$ cat config.mk
export PLATFORM = sky130hd
export DESIGN_NAME = gamepad_report_to_midi_events
export DESIGN_NICKNAME = d
export VERILOG_FILES = /design/src/gpmidi_pkg.sv /design/src/gamepad_report_to_midi_events.sv
export VERILOG_INCLUDE_DIRS = /design/src /design/src/src
export SDC_FILE = /design/constraint.sdc
export NUM_CORES = 1
export LEC_CHECK = 0
export BUFFER_PORTS_ARGS = -buffer_cell sky130_fd_sc_hd__buf_2
export CORE_MARGIN = 8
export CORE_UTILIZATION = 58
export CTS_BUF_LIST = sky130_fd_sc_hd__clkbuf_8
export CTS_CLUSTER_SIZE = 20
export DETAILED_ROUTE_END_ITERATION = 8
export HOLD_SLACK_MARGIN = 0.06
export PLACE_DENSITY = 0.88
export SLEW_MARGIN = 30
export SYNTH_ARGS = -nofsm -noshare
export SYNTH_HDL_FRONTEND = slang
export SYNTH_SLANG_ARGS = --single-unit
$ cat constraint.sdc
create_clock -name clk -period 4.3 [get_ports clk]
set_input_delay 0.215 -clock clk [delete_from_list [all_inputs] [get_ports clk]]
set_output_delay 0.215 -clock clk [all_outputs]
set_load 0.02 [all_outputs]
$ cat src/gamepad_report_to_midi_events_macros.svh
// assertion macros for the rtl files
`ifndef GAMEPAD_REPORT_TO_MIDI_EVENTS_MACROS_SVH
`define GAMEPAD_REPORT_TO_MIDI_EVENTS_MACROS_SVH

`ifndef SYNTHESIS
// same-cycle implication
`define GPMIDI_ASSERT_IMPLY(label, ante, cons) \
  label: assert property (@(posedge clk) disable iff (!rst_n) (ante) |-> (cons)) \
    else $error("gpmidi assertion failed");
// next-cycle implication
`define GPMIDI_ASSERT_NEXT(label, ante, cons) \
  label: assert property (@(posedge clk) disable iff (!rst_n) (ante) |=> (cons)) \
    else $error("gpmidi assertion failed");
`else
`define GPMIDI_ASSERT_IMPLY(label, ante, cons)
`define GPMIDI_ASSERT_NEXT(label, ante, cons)
`endif

`endif

$ cat src/gpmidi_pkg.sv
`default_nettype none
package gpmidi_pkg;

  localparam int AXIS_COUNT = 6;
  localparam int STEP_COUNT = 22;
  localparam int STEP_W     = $clog2(STEP_COUNT);

  localparam logic [7:0] STATUS_CC       = 8'hB0;
  localparam logic [7:0] STATUS_NOTE_ON  = 8'h90;
  localparam logic [7:0] STATUS_NOTE_OFF = 8'h80;

  localparam logic [6:0] FACE_NOTE_BASE     = 7'd50;
  localparam logic [6:0] SHOULDER_NOTE_BASE = 7'd62;
  localparam logic [6:0] NOTE_VELOCITY      = 7'd100;

  localparam int FACE_STEP0     = AXIS_COUNT;
  localparam int SHOULDER_STEP0 = AXIS_COUNT + 8;

  typedef enum logic [1:0] {
    SRC_AXIS,
    SRC_FACE,
    SRC_SHOULDER
  } src_t;

  typedef enum logic {
    ST_IDLE,
    ST_RUN
  } state_t;

  // one microcode word
  typedef struct packed {
    src_t       src;
    logic [2:0] sel;
    logic [6:0] number;
    logic       done;
  } uword_t;

  // hat direction to arrow mask, up=1 right=2 down=4 left=8
  function automatic logic [3:0] hat_arrows(input logic [3:0] hat);
    logic [3:0] m;
    case (hat)
      4'd0:    m = 4'd1;
      4'd1:    m = 4'd3;
      4'd2:    m = 4'd2;
      4'd3:    m = 4'd6;
      4'd4:    m = 4'd4;
      4'd5:    m = 4'd12;
      4'd6:    m = 4'd8;
      4'd7:    m = 4'd9;
      default: m = 4'd0;
    endcase
    return m;
  endfunction

  // microcode rom: axis steps, then face bits, then shoulder bits
  function automatic uword_t ucode(input logic [STEP_W-1:0] step);
    uword_t     w;
    logic [2:0] i;
    w.done = (step == STEP_W'(STEP_COUNT - 1));
    if (step < STEP_W'(FACE_STEP0)) begin
      i        = step[2:0];
      w.src    = SRC_AXIS;
      w.sel    = i;
      w.number = {4'd0, i} + 7'd1;
    end else if (step < STEP_W'(SHOULDER_STEP0)) begin
      i        = 3'(step - STEP_W'(FACE_STEP0));
      w.src    = SRC_FACE;
      w.sel    = i;
      w.number = FACE_NOTE_BASE + {3'd0, i, 1'b0} + 7'd2;
    end else begin
      i        = 3'(step - STEP_W'(SHOULDER_STEP0));
      w.src    = SRC_SHOULDER;
      w.sel    = i;
      w.number = SHOULDER_NOTE_BASE + {3'd0, i, 1'b0} + 7'd2;
    end
    return w;
  endfunction

endpackage
`default_nettype wire

$ cat src/gamepad_report_to_midi_events.sv
// an accepted request puts the sequencer in its run state at step zero; the event of each
//   pending step is written to the output register when that step is reached and the output is free
// throughput: a 22-step microcode sequencer walks each report, one step per cycle;
//   steps with an event wait while the output register is full and stalled
// a new report is taken only once the walk of the previous one has finished and the sequencer is idle
// reset clears the primed flag, the sequencer and the output valid
`default_nettype none
`include "gamepad_report_to_midi_events_macros.svh"

module gamepad_report_to_midi_events
  import gpmidi_pkg::*;
(
  input  wire logic       clk,
  input  wire logic       rst_n,
  input  wire logic       in_valid,
  output logic            in_stall,
  input  wire logic [7:0] in_left_x,
  input  wire logic [7:0] in_left_y,
  input  wire logic [7:0] in_right_x,
  input  wire logic [7:0] in_right_y,
  input  wire logic [7:0] in_left_trigger,
  input  wire logic [7:0] in_right_trigger,
  input  wire logic [7:0] in_face_and_hat,
  input  wire logic [7:0] in_shoulder_buttons,
  output logic            out_valid,
  input  wire logic       out_stall,
  output logic [7:0]      out_status_byte,
  output logic [6:0]      out_number,
  output logic [6:0]      out_amount,
  output logic            out_last
);

  // sequencer control
  state_t                  state_r, state_nxt;
  logic [STEP_W-1:0]       step_r, step_nxt;
  logic [STEP_COUNT-1:0]   mask_r, mask_nxt;   // one pending-event bit per step

  // report history; after a request these also hold the report being walked
  logic                    primed_r;
  logic [6:0]              prev_axes_r [AXIS_COUNT];
  logic [7:0]              prev_face_r;
  logic [7:0]              prev_shoulder_r;

  // output register
  logic                    out_valid_r;
  logic [7:0]              out_status_r;
  logic [6:0]              out_number_r;
  logic [6:0]              out_amount_r;
  logic                    out_last_r;

  logic                    in_accept;
  logic [6:0]              half_in [AXIS_COUNT];
  logic [7:0]              face_in;
  logic [AXIS_COUNT-1:0]   axis_chg;
  logic [7:0]              face_chg;
  logic [7:0]              shoulder_chg;

  uword_t                  uw;
  logic                    cur_pending;
  logic                    slot_free;
  logic                    emit;
  logic                    advance;
  logic [STEP_COUNT-1:0]   mask_left;
  logic [7:0]              ev_status;
  logic [6:0]              ev_amount;
  logic                    ev_bit;
  logic                    status_ok;

  // halve the axes, map the hat nibble
  assign half_in[0] = in_left_x[7:1];
  assign half_in[1] = in_left_y[7:1];
  assign half_in[2] = in_right_x[7:1];
  assign half_in[3] = in_right_y[7:1];
  assign half_in[4] = in_left_trigger[7:1];
  assign half_in[5] = in_right_trigger[7:1];
  assign face_in    = {in_face_and_hat[7:4], hat_arrows(in_face_and_hat[3:0])};

  // change detect against history; first report sends every axis and no notes
  always_comb begin
    for (int i = 0; i < AXIS_COUNT; i++) begin
      axis_chg[i] = !primed_r || (half_in[i] != prev_axes_r[i]);
    end
    face_chg     = primed_r ? (face_in ^ prev_face_r) : 8'd0;
    shoulder_chg = primed_r ? (in_shoulder_buttons ^ prev_shoulder_r) : 8'd0;
  end

  // current microcode word and step handshake
  assign uw          = ucode(step_r);
  assign cur_pending = mask_r[step_r];
  assign slot_free   = !out_valid_r || !out_stall;
  assign mask_left   = mask_r & ~(STEP_COUNT'(1) << step_r);

  // outputs of the control fsm
  always_comb begin
    in_stall  = (state_r != ST_IDLE);
    in_accept = in_valid && (state_r == ST_IDLE);
    emit      = (state_r == ST_RUN) && cur_pending && slot_free;
    advance   = (state_r == ST_RUN) && (!cur_pending || slot_free);
  end

  // next state of the control fsm
  always_comb begin
    state_nxt = state_r;
    unique case (state_r)
      ST_IDLE: begin
        if (in_accept) begin
          state_nxt = ST_RUN;
        end
      end
      ST_RUN: begin
        if (advance && uw.done) begin
          state_nxt = ST_IDLE;
        end
      end
      default: state_nxt = ST_IDLE;
    endcase
  end

  // step counter and pending mask; last step jumps back to the start
  always_comb begin
    step_nxt = step_r;
    mask_nxt = mask_r;
    if (in_accept) begin
      step_nxt = '0;
      mask_nxt = {shoulder_chg, face_chg, axis_chg};
    end else if (advance) begin
      mask_nxt = mask_left;
      step_nxt = uw.done ? '0 : step_r + STEP_W'(1);
    end
  end

  // event decode from the microcode word
  always_comb begin
    ev_bit    = 1'b0;
    ev_status = STATUS_CC;
    ev_amount = NOTE_VELOCITY;
    unique case (uw.src)
      SRC_AXIS: begin
        ev_status = STATUS_CC;
        ev_amount = prev_axes_r[uw.sel];
      end
      SRC_FACE: begin
        ev_bit    = prev_face_r[uw.sel];
        ev_status = ev_bit ? STATUS_NOTE_ON : STATUS_NOTE_OFF;
      end
      SRC_SHOULDER: begin
        ev_bit    = prev_shoulder_r[uw.sel];
        ev_status = ev_bit ? STATUS_NOTE_ON : STATUS_NOTE_OFF;
      end
      default: begin
        ev_status = STATUS_CC;
      end
    endcase
  end

  always_ff @(posedge clk) begin
    if (!rst_n) begin
      state_r     <= ST_IDLE;
      step_r      <= '0;
      mask_r      <= '0;
      primed_r    <= 1'b0;
      out_valid_r <= 1'b0;
    end else begin
      state_r <= state_nxt;
      step_r  <= step_nxt;
      mask_r  <= mask_nxt;
      if (in_accept) begin
        primed_r <= 1'b1;
      end
      if (emit) begin
        out_valid_r <= 1'b1;
      end else if (!out_stall) begin
        out_valid_r <= 1'b0;
      end
    end
  end

  // history takes the new report at once; the walk reads it from here
  always_ff @(posedge clk) begin
    if (in_accept) begin
      for (int i = 0; i < AXIS_COUNT; i++) begin
        prev_axes_r[i] <= half_in[i];
      end
      prev_face_r     <= face_in;
      prev_shoulder_r <= in_shoulder_buttons;
    end
  end

  // output payload, last when no event is pending after this one
  always_ff @(posedge clk) begin
    if (emit) begin
      out_status_r <= ev_status;
      out_number_r <= uw.number;
      out_amount_r <= ev_amount;
      out_last_r   <= (mask_left == '0);
    end
  end

  assign out_valid       = out_valid_r;
  assign out_status_byte = out_status_r;
  assign out_number      = out_number_r;
  assign out_amount      = out_amount_r;
  assign out_last        = out_last_r;

  assign status_ok = (out_status_r == STATUS_CC) || (out_status_r == STATUS_NOTE_ON) ||
                     (out_status_r == STATUS_NOTE_OFF);

  // a request starts the walk at step zero
  `GPMIDI_ASSERT_NEXT(a_accept_starts, in_valid && !in_stall, state_r == ST_RUN && step_r == '0)
  // nothing left pending once the sequencer is idle
  `GPMIDI_ASSERT_IMPLY(a_idle_no_pending, state_r == ST_IDLE, mask_r == '0)
  // an event marked last leaves no pending work behind
  `GPMIDI_ASSERT_NEXT(a_last_drains, emit && (mask_left == '0), mask_r == '0)
  // only the three status codes ever leave the block
  `GPMIDI_ASSERT_IMPLY(a_status_legal, out_valid_r, status_ok)

endmodule
`default_nettype wire
[Yosys cells after proc, flatten, opt, wreduce, memory -nomap -nowiden]
Memory sizes are Yosys's and may differ from the RTL's. A register that Yosys moved wholly into a read port is not among the register bits.
Index checks and enable logic that the tools add are counted.
Cells by class
  add/subtract/negate cells: 8
  order comparisons: 4
  eq/ne operators: 10
  shifts and indexed selects: 1
  multiplexer cells: 23
  bitwise gates (word level): 6
  reduce and logical (&&, ||, !) cells: 22
Operators with widths (count)
  $mux W22: 2
  $ne A7 B7 Y1: 6
  $mux W12: 2
  $and A22 B22 Y22: 1
  $logic_not A22 Y1: 1
  $not A22 Y22: 1
  $shl A1 B5 Y22 const A: 1
  $mux W8: 2
  $xor A8 B8 Y8: 2
  $mux W5: 3
  $add A6 B4 Y7 const A: 2
  $add A7 B2 Y7 const B: 2
  $pmux W6 S2: 1
  $logic_or A1 B1 Y1: 8
  $mux W1: 8
  $bmux W1 S3: 2
  $lt A5 B6 Y1 const B: 1
  $sub A3 B3 Y3 const B: 2
  $add A5 B1 Y5 const B: 1
  $bmux W1 S5: 1
  $eq A5 B5 Y1 const B: 1
  $logic_and A1 B1 Y1: 5
  $logic_not A1 Y1: 5
  $lt A5 B3 Y1 const B: 1
  other kinds (12): 13
Word-level totals
  register bits: 62
  bits in writable memories: 42
  bits in read-only memories: 32
  output and inout bits: 25
  memories kept: 2
Memories
  prev_axes_r: words 6, width 7, rd ports 7, clocked after memory_dff 1, write ports 6, line gamepad_report_to_midi_events.sv:40  | logic [6:0] prev_axes_r [AXIS_COUNT];
  (name not given): words 8, width 4, rd ports 1, clocked after memory_dff 0, write ports 0, line gpmidi_pkg.sv:41  | case (hat)

[Logic depth before layout (Yosys ltp)]
  word-level depth: 9
  depth in mapped cells: 10

[Least setup slack after synthesis]
No wires, ideal clock.
  path kind: reg2reg
  start point: register state_r, in the netlist in_stall
  end point: register mask_r[5]
  library setup time: 0.073 ns
  arrival: 3.225 ns
  slack: 1.002 ns
  stages on the path, launching flop included: 7
  path buffers: 2
  cells stage by stage: dfxtp_1 -> nand2b_1 -> inv_1 -> clkbuf_1 -> buf_1 -> o21ai_0 -> a21oi_1
Between the ends
  cells in the longest elaborated chain, start to end: 3
Ends and longest elaborated chain
  start: declaration: line gamepad_report_to_midi_events.sv:34  | state_t state_r, state_nxt;
  start signal: assignment: line gamepad_report_to_midi_events.sv:164  | state_r <= state_nxt;
  $not A1 Y1 (*)
  $logic_and A1 B1 Y1 (*): line gamepad_report_to_midi_events.sv:96  | in_accept = in_valid && (state_r == ST_IDLE);
  named net in_accept: line gamepad_report_to_midi_events.sv:51  | logic in_accept;
  $mux W22 / $reduce_bool A2 Y1 (equally long branches)
  end signal: assignment: line gamepad_report_to_midi_events.sv:166  | mask_r <= mask_nxt;
  end: declaration: line gamepad_report_to_midi_events.sv:36  | logic [STEP_COUNT-1:0] mask_r, mask_nxt;
Mark *: on every way through the listed nets, which the timed path passes. The rest lies on a longest branch.
A chain may end at the register's enable or synchronous reset.

[Final worst setup path]
  start point: register step_r[3]
  end point: register out_status_r[4], in the netlist out_status_byte[4] (data pin)
Between the ends
  cells in the longest elaborated chain, start to end: 7
Ends and longest elaborated chain
  start: declaration: line gamepad_report_to_midi_events.sv:35  | logic [STEP_W-1:0] step_r, step_nxt;
  start signal: assignment: line gamepad_report_to_midi_events.sv:165  | step_r <= step_nxt;
  $lt A5 B4 Y1: line gpmidi_pkg.sv:65  | end else if (step < STEP_W'(SHOULDER_STEP0)) begin
  $mux W12: line gpmidi_pkg.sv:65
  $mux W12 (*): line gpmidi_pkg.sv:60  | if (step < STEP_W'(FACE_STEP0)) begin
  $bmux W1 S3 (on tied branches): line gamepad_report_to_midi_events.sv:147, gamepad_report_to_midi_events.sv:143
  $mux W1 (on tied branches): line gamepad_report_to_midi_events.sv:147, gamepad_report_to_midi_events.sv:143
  $mux W5 (on tied branches): line gamepad_report_to_midi_events.sv:148, gamepad_report_to_midi_events.sv:144
  $pmux W6 S2 (*): line gamepad_report_to_midi_events.sv:137  | unique case (uw.src)
  end signal: assignment: line gamepad_report_to_midi_events.sv:192  | out_status_r <= ev_status;
  end: declaration: line gamepad_report_to_midi_events.sv:46  | logic [7:0] out_status_r;
Mark *: on every way between the ends. The rest lies on a longest branch, timed or not. The select of a mux whose other input is x is not followed.

==> metrics.txt <==
#FFs+latches synth=104; Setup Skew=0.0139 ns; Crit. Startpoint=step_r[3]; Iteration-0 DRC Markers=531; layout cells sized above 1=21.6%; maxcap violations=0; pwr dens=330 nW/um2; placed cells=651; worst rel slew slack=47.4%; Die Y=113 um; CTS buffer count=9; Worst EP arrival=3.50 ns; Port Buffers=80; post-CTS setup buffer count=0; area occupied by multi-input gates=2420 um2; Mapped Avg Cell Area=11.4 um2; Synth Instances=479; TritonRoute pass-1 iters=5; final-stage net count=681; I/O Pins=93; first-pass GRT wire length=23.9 mm; predominant post-synthesis flop cell=edfxtp_1; Routed Antenna Nets=0; measured slew at the worst slew-check pin=0.788 ns; worst skew pair latency=0.38 ns; initial antenna violation count=1; Max IR drop VDD=0.216 mV; Post-synth ARST share=0%; GR Util All Layers=23.9%; drt drc=0; Static Leak=2.47 nW; largest net degree at the start of global routing=67; DR vias/cell=6.33; core area=9200 um2; Vias=4578; # setup viols final=0; drt wl/cell=21.3 um; HPWL after DPL=9.91 mm; Area Overhead vs Synth=22.2%; Fmax=0.298 GHz; Req. time, crit path=4.45 ns; CP peak stage delay=0.84 ns; vias in the first global route=4631; # rows=35; Crit. End Element=flip-flop; gpl congestion=0.913; clock tree buffer depth=2; Hold WS=0.144 ns; htree depth=3; clk root buf=clkbuf_8; CP Buf/Inv Count=2; FF+latch area=2820 um2; Routed WL=15.4 mm; minimum clock period=3.35 ns; fin cells=723; Util after Layout=72.4%; Die ar.=12800 um2; mapped cell area=5450 um2; RSZ-0062 raised after global routing=false; Synth cell types=53; worst r2r src=step_r[3]; total grt overflow=0; slowest cell on the critical path=dfxtp_1; CTS Sinks=104; Reg clk slew, reported paths=0.11 ns; total negative setup slack=0 ns; startpoint types=flip-flop; CTS tree=built; hold crit path type=in2reg; maximum fanout along the worst path=23; Starting Density=59.3%; Hold Startpoint=in_valid; YS warnings=0; Hold Buf Count CTS=53; die span in x=113 um; fin crit share=77.9%; result of the run=completed; CP Cell Sequence=or3_1 -> clkinv_2 -> xnor2_1 -> buf_4 -> mux4_2 -> mux2_2 -> o32a_1; post-synthesis sequential area ratio=51.8%; post-cts resize count=0; critical path type=reg2reg; crit-path leading delay family=multiplexers; Slew Viols, Final=0; number of synthesized flops with an enable pin=74; final hold vios=0; Fillers=618
## layout make-up
class                      count  area share (%)
antenna                        2          0.0751
tap                          111            2.09
timing repair buffer         143            15.1
inverter                      11           0.639
clock inverter                 7            1.43
sequential                   104            42.4
multi-input combinational    336            36.4
clock buffer                   9            1.86
## logic make-up (layout without fill, tap and decap cells)
| group | Yosys count | count (layout) | synth area share (%) |
|---|---|---|---|
| buf+inv | 43 | 170 | 4.11 |
| mux | 34 | 34 | 9.60 |
| simple gates | 129 | 129 | 11.3 |
| fa+ha+maj | 9 | 9 | 2.02 |
| compound gates | 98 | 98 | 11.4 |
| xor+xnor | 60 | 60 | 9.64 |
| other cells | 2 | 8 | 0.138 |
| flops | 104 | 104 | 51.8 |
## worst paths after layout
| check | cells after the start | end | slack, ns |
|---|---|---|---|
| worst max register to register | 7 | out_status_byte[4] | 0.95 |
| worst min register to register | 2 | mask_r[20] | 0.53 |
| worst max-delay path | 7 | out_status_byte[4] | 0.95 |
| worst min-delay path | 3 | in_stall | 0.14 |
## per-layer routing
metal	vias to the layer above	share of wire, %	global-route usage (%)
met5	-	0	0
met1	2185	38	28.4
met2	313	48	39.4
li1	2013	-	-
met4	0	4.6	14.1
met3	67	9.1	5.11
## placed cells by master (no fill, tap or decap), drive strengths merged, types with 2 or more instances in the layout
cell type     n
a211oi       16
a21boi        3
a21oi        29
a22oi         3
a31oi         2
and2          2
buf          89
clkbuf        9
clkinv        3
conb          6
dfxtp        30
diode         2
dlygate4sd3  54
edfxtp       74
ha            8
inv          14
mux2          6
mux2i        14
mux4         14
nand2        38
nand2b        4
nand3        10
nand4         7
nor2         31
nor2b         6
nor3         14
nor4          7
o211ai        6
o21a          2
o21ai        17
o21bai        2
o22ai        10
o31ai         2
or2           2
or3           2
or4           2
xnor2        22
xor2         38
## power by group
part | total [mW] | switching, mW | internal (mW) | leakage [nW]
Clock | 0.684 | 0.395 | 0.289 | 0.111
Combinational | 0.338 | 0.185 | 0.153 | 1.41
Sequential | 1.18 | 0.0411 | 1.13 | 0.944
## synth_stat cells, drive strengths merged, types with 7 or more instances
| library cell | number | area [um2] |
|---|---|---|
| a211oi | 16 | 120 |
| a21oi | 29 | 145 |
| buf | 17 | 125 |
| clkbuf | 15 | 56.3 |
| dfxtp | 30 | 601 |
| edfxtp | 74 | 2220 |
| ha | 8 | 100 |
| inv | 9 | 33.8 |
| mux2i | 14 | 140 |
| mux4 | 14 | 315 |
| nand2 | 38 | 143 |
| nand3 | 10 | 50.1 |
| nand4 | 7 | 43.8 |
| nor2 | 31 | 116 |
| nor3 | 14 | 70.1 |
| nor4 | 7 | 43.8 |
| o21ai | 17 | 85.1 |
| o22ai | 10 | 68.8 |
| xnor2 | 22 | 193 |
| xor2 | 38 | 333 |
## registers in the layout, summed over array words and instances (netlist names)
register         cells
prev_axes_r         42
mask_r              22
prev_face_r          8
prev_shoulder_r      8
out_amount           7
out_number           6
step_r               5
out_status_byte      2
in_stall             1
out_last             1
out_valid            1
primed_r             1
## worst reg2reg max path, delay by kind of cell, from the launching register on
kind,cells,cell delay [ns]
buffers and inverters,2,0.49
XOR/XNOR,1,0.24
multiplexers,2,0.87
AO/OA/AOI/OAI,1,0.29
AND/OR/NAND/NOR,1,0.40
flip-flops,1,0.84
## metrics by stage
step	total power, mW	area [um2]	worst slack, ns
after global placement	1.47	5900	1.19
after CTS	2.17	6650	1.00
after detailed placement	1.48	5900	1.09
final	2.20	6660	0.948
after floorplan	1.38	5460	1.00
after global routing	2.26	6660	0.824
Power figures use the tool's default switching activity.
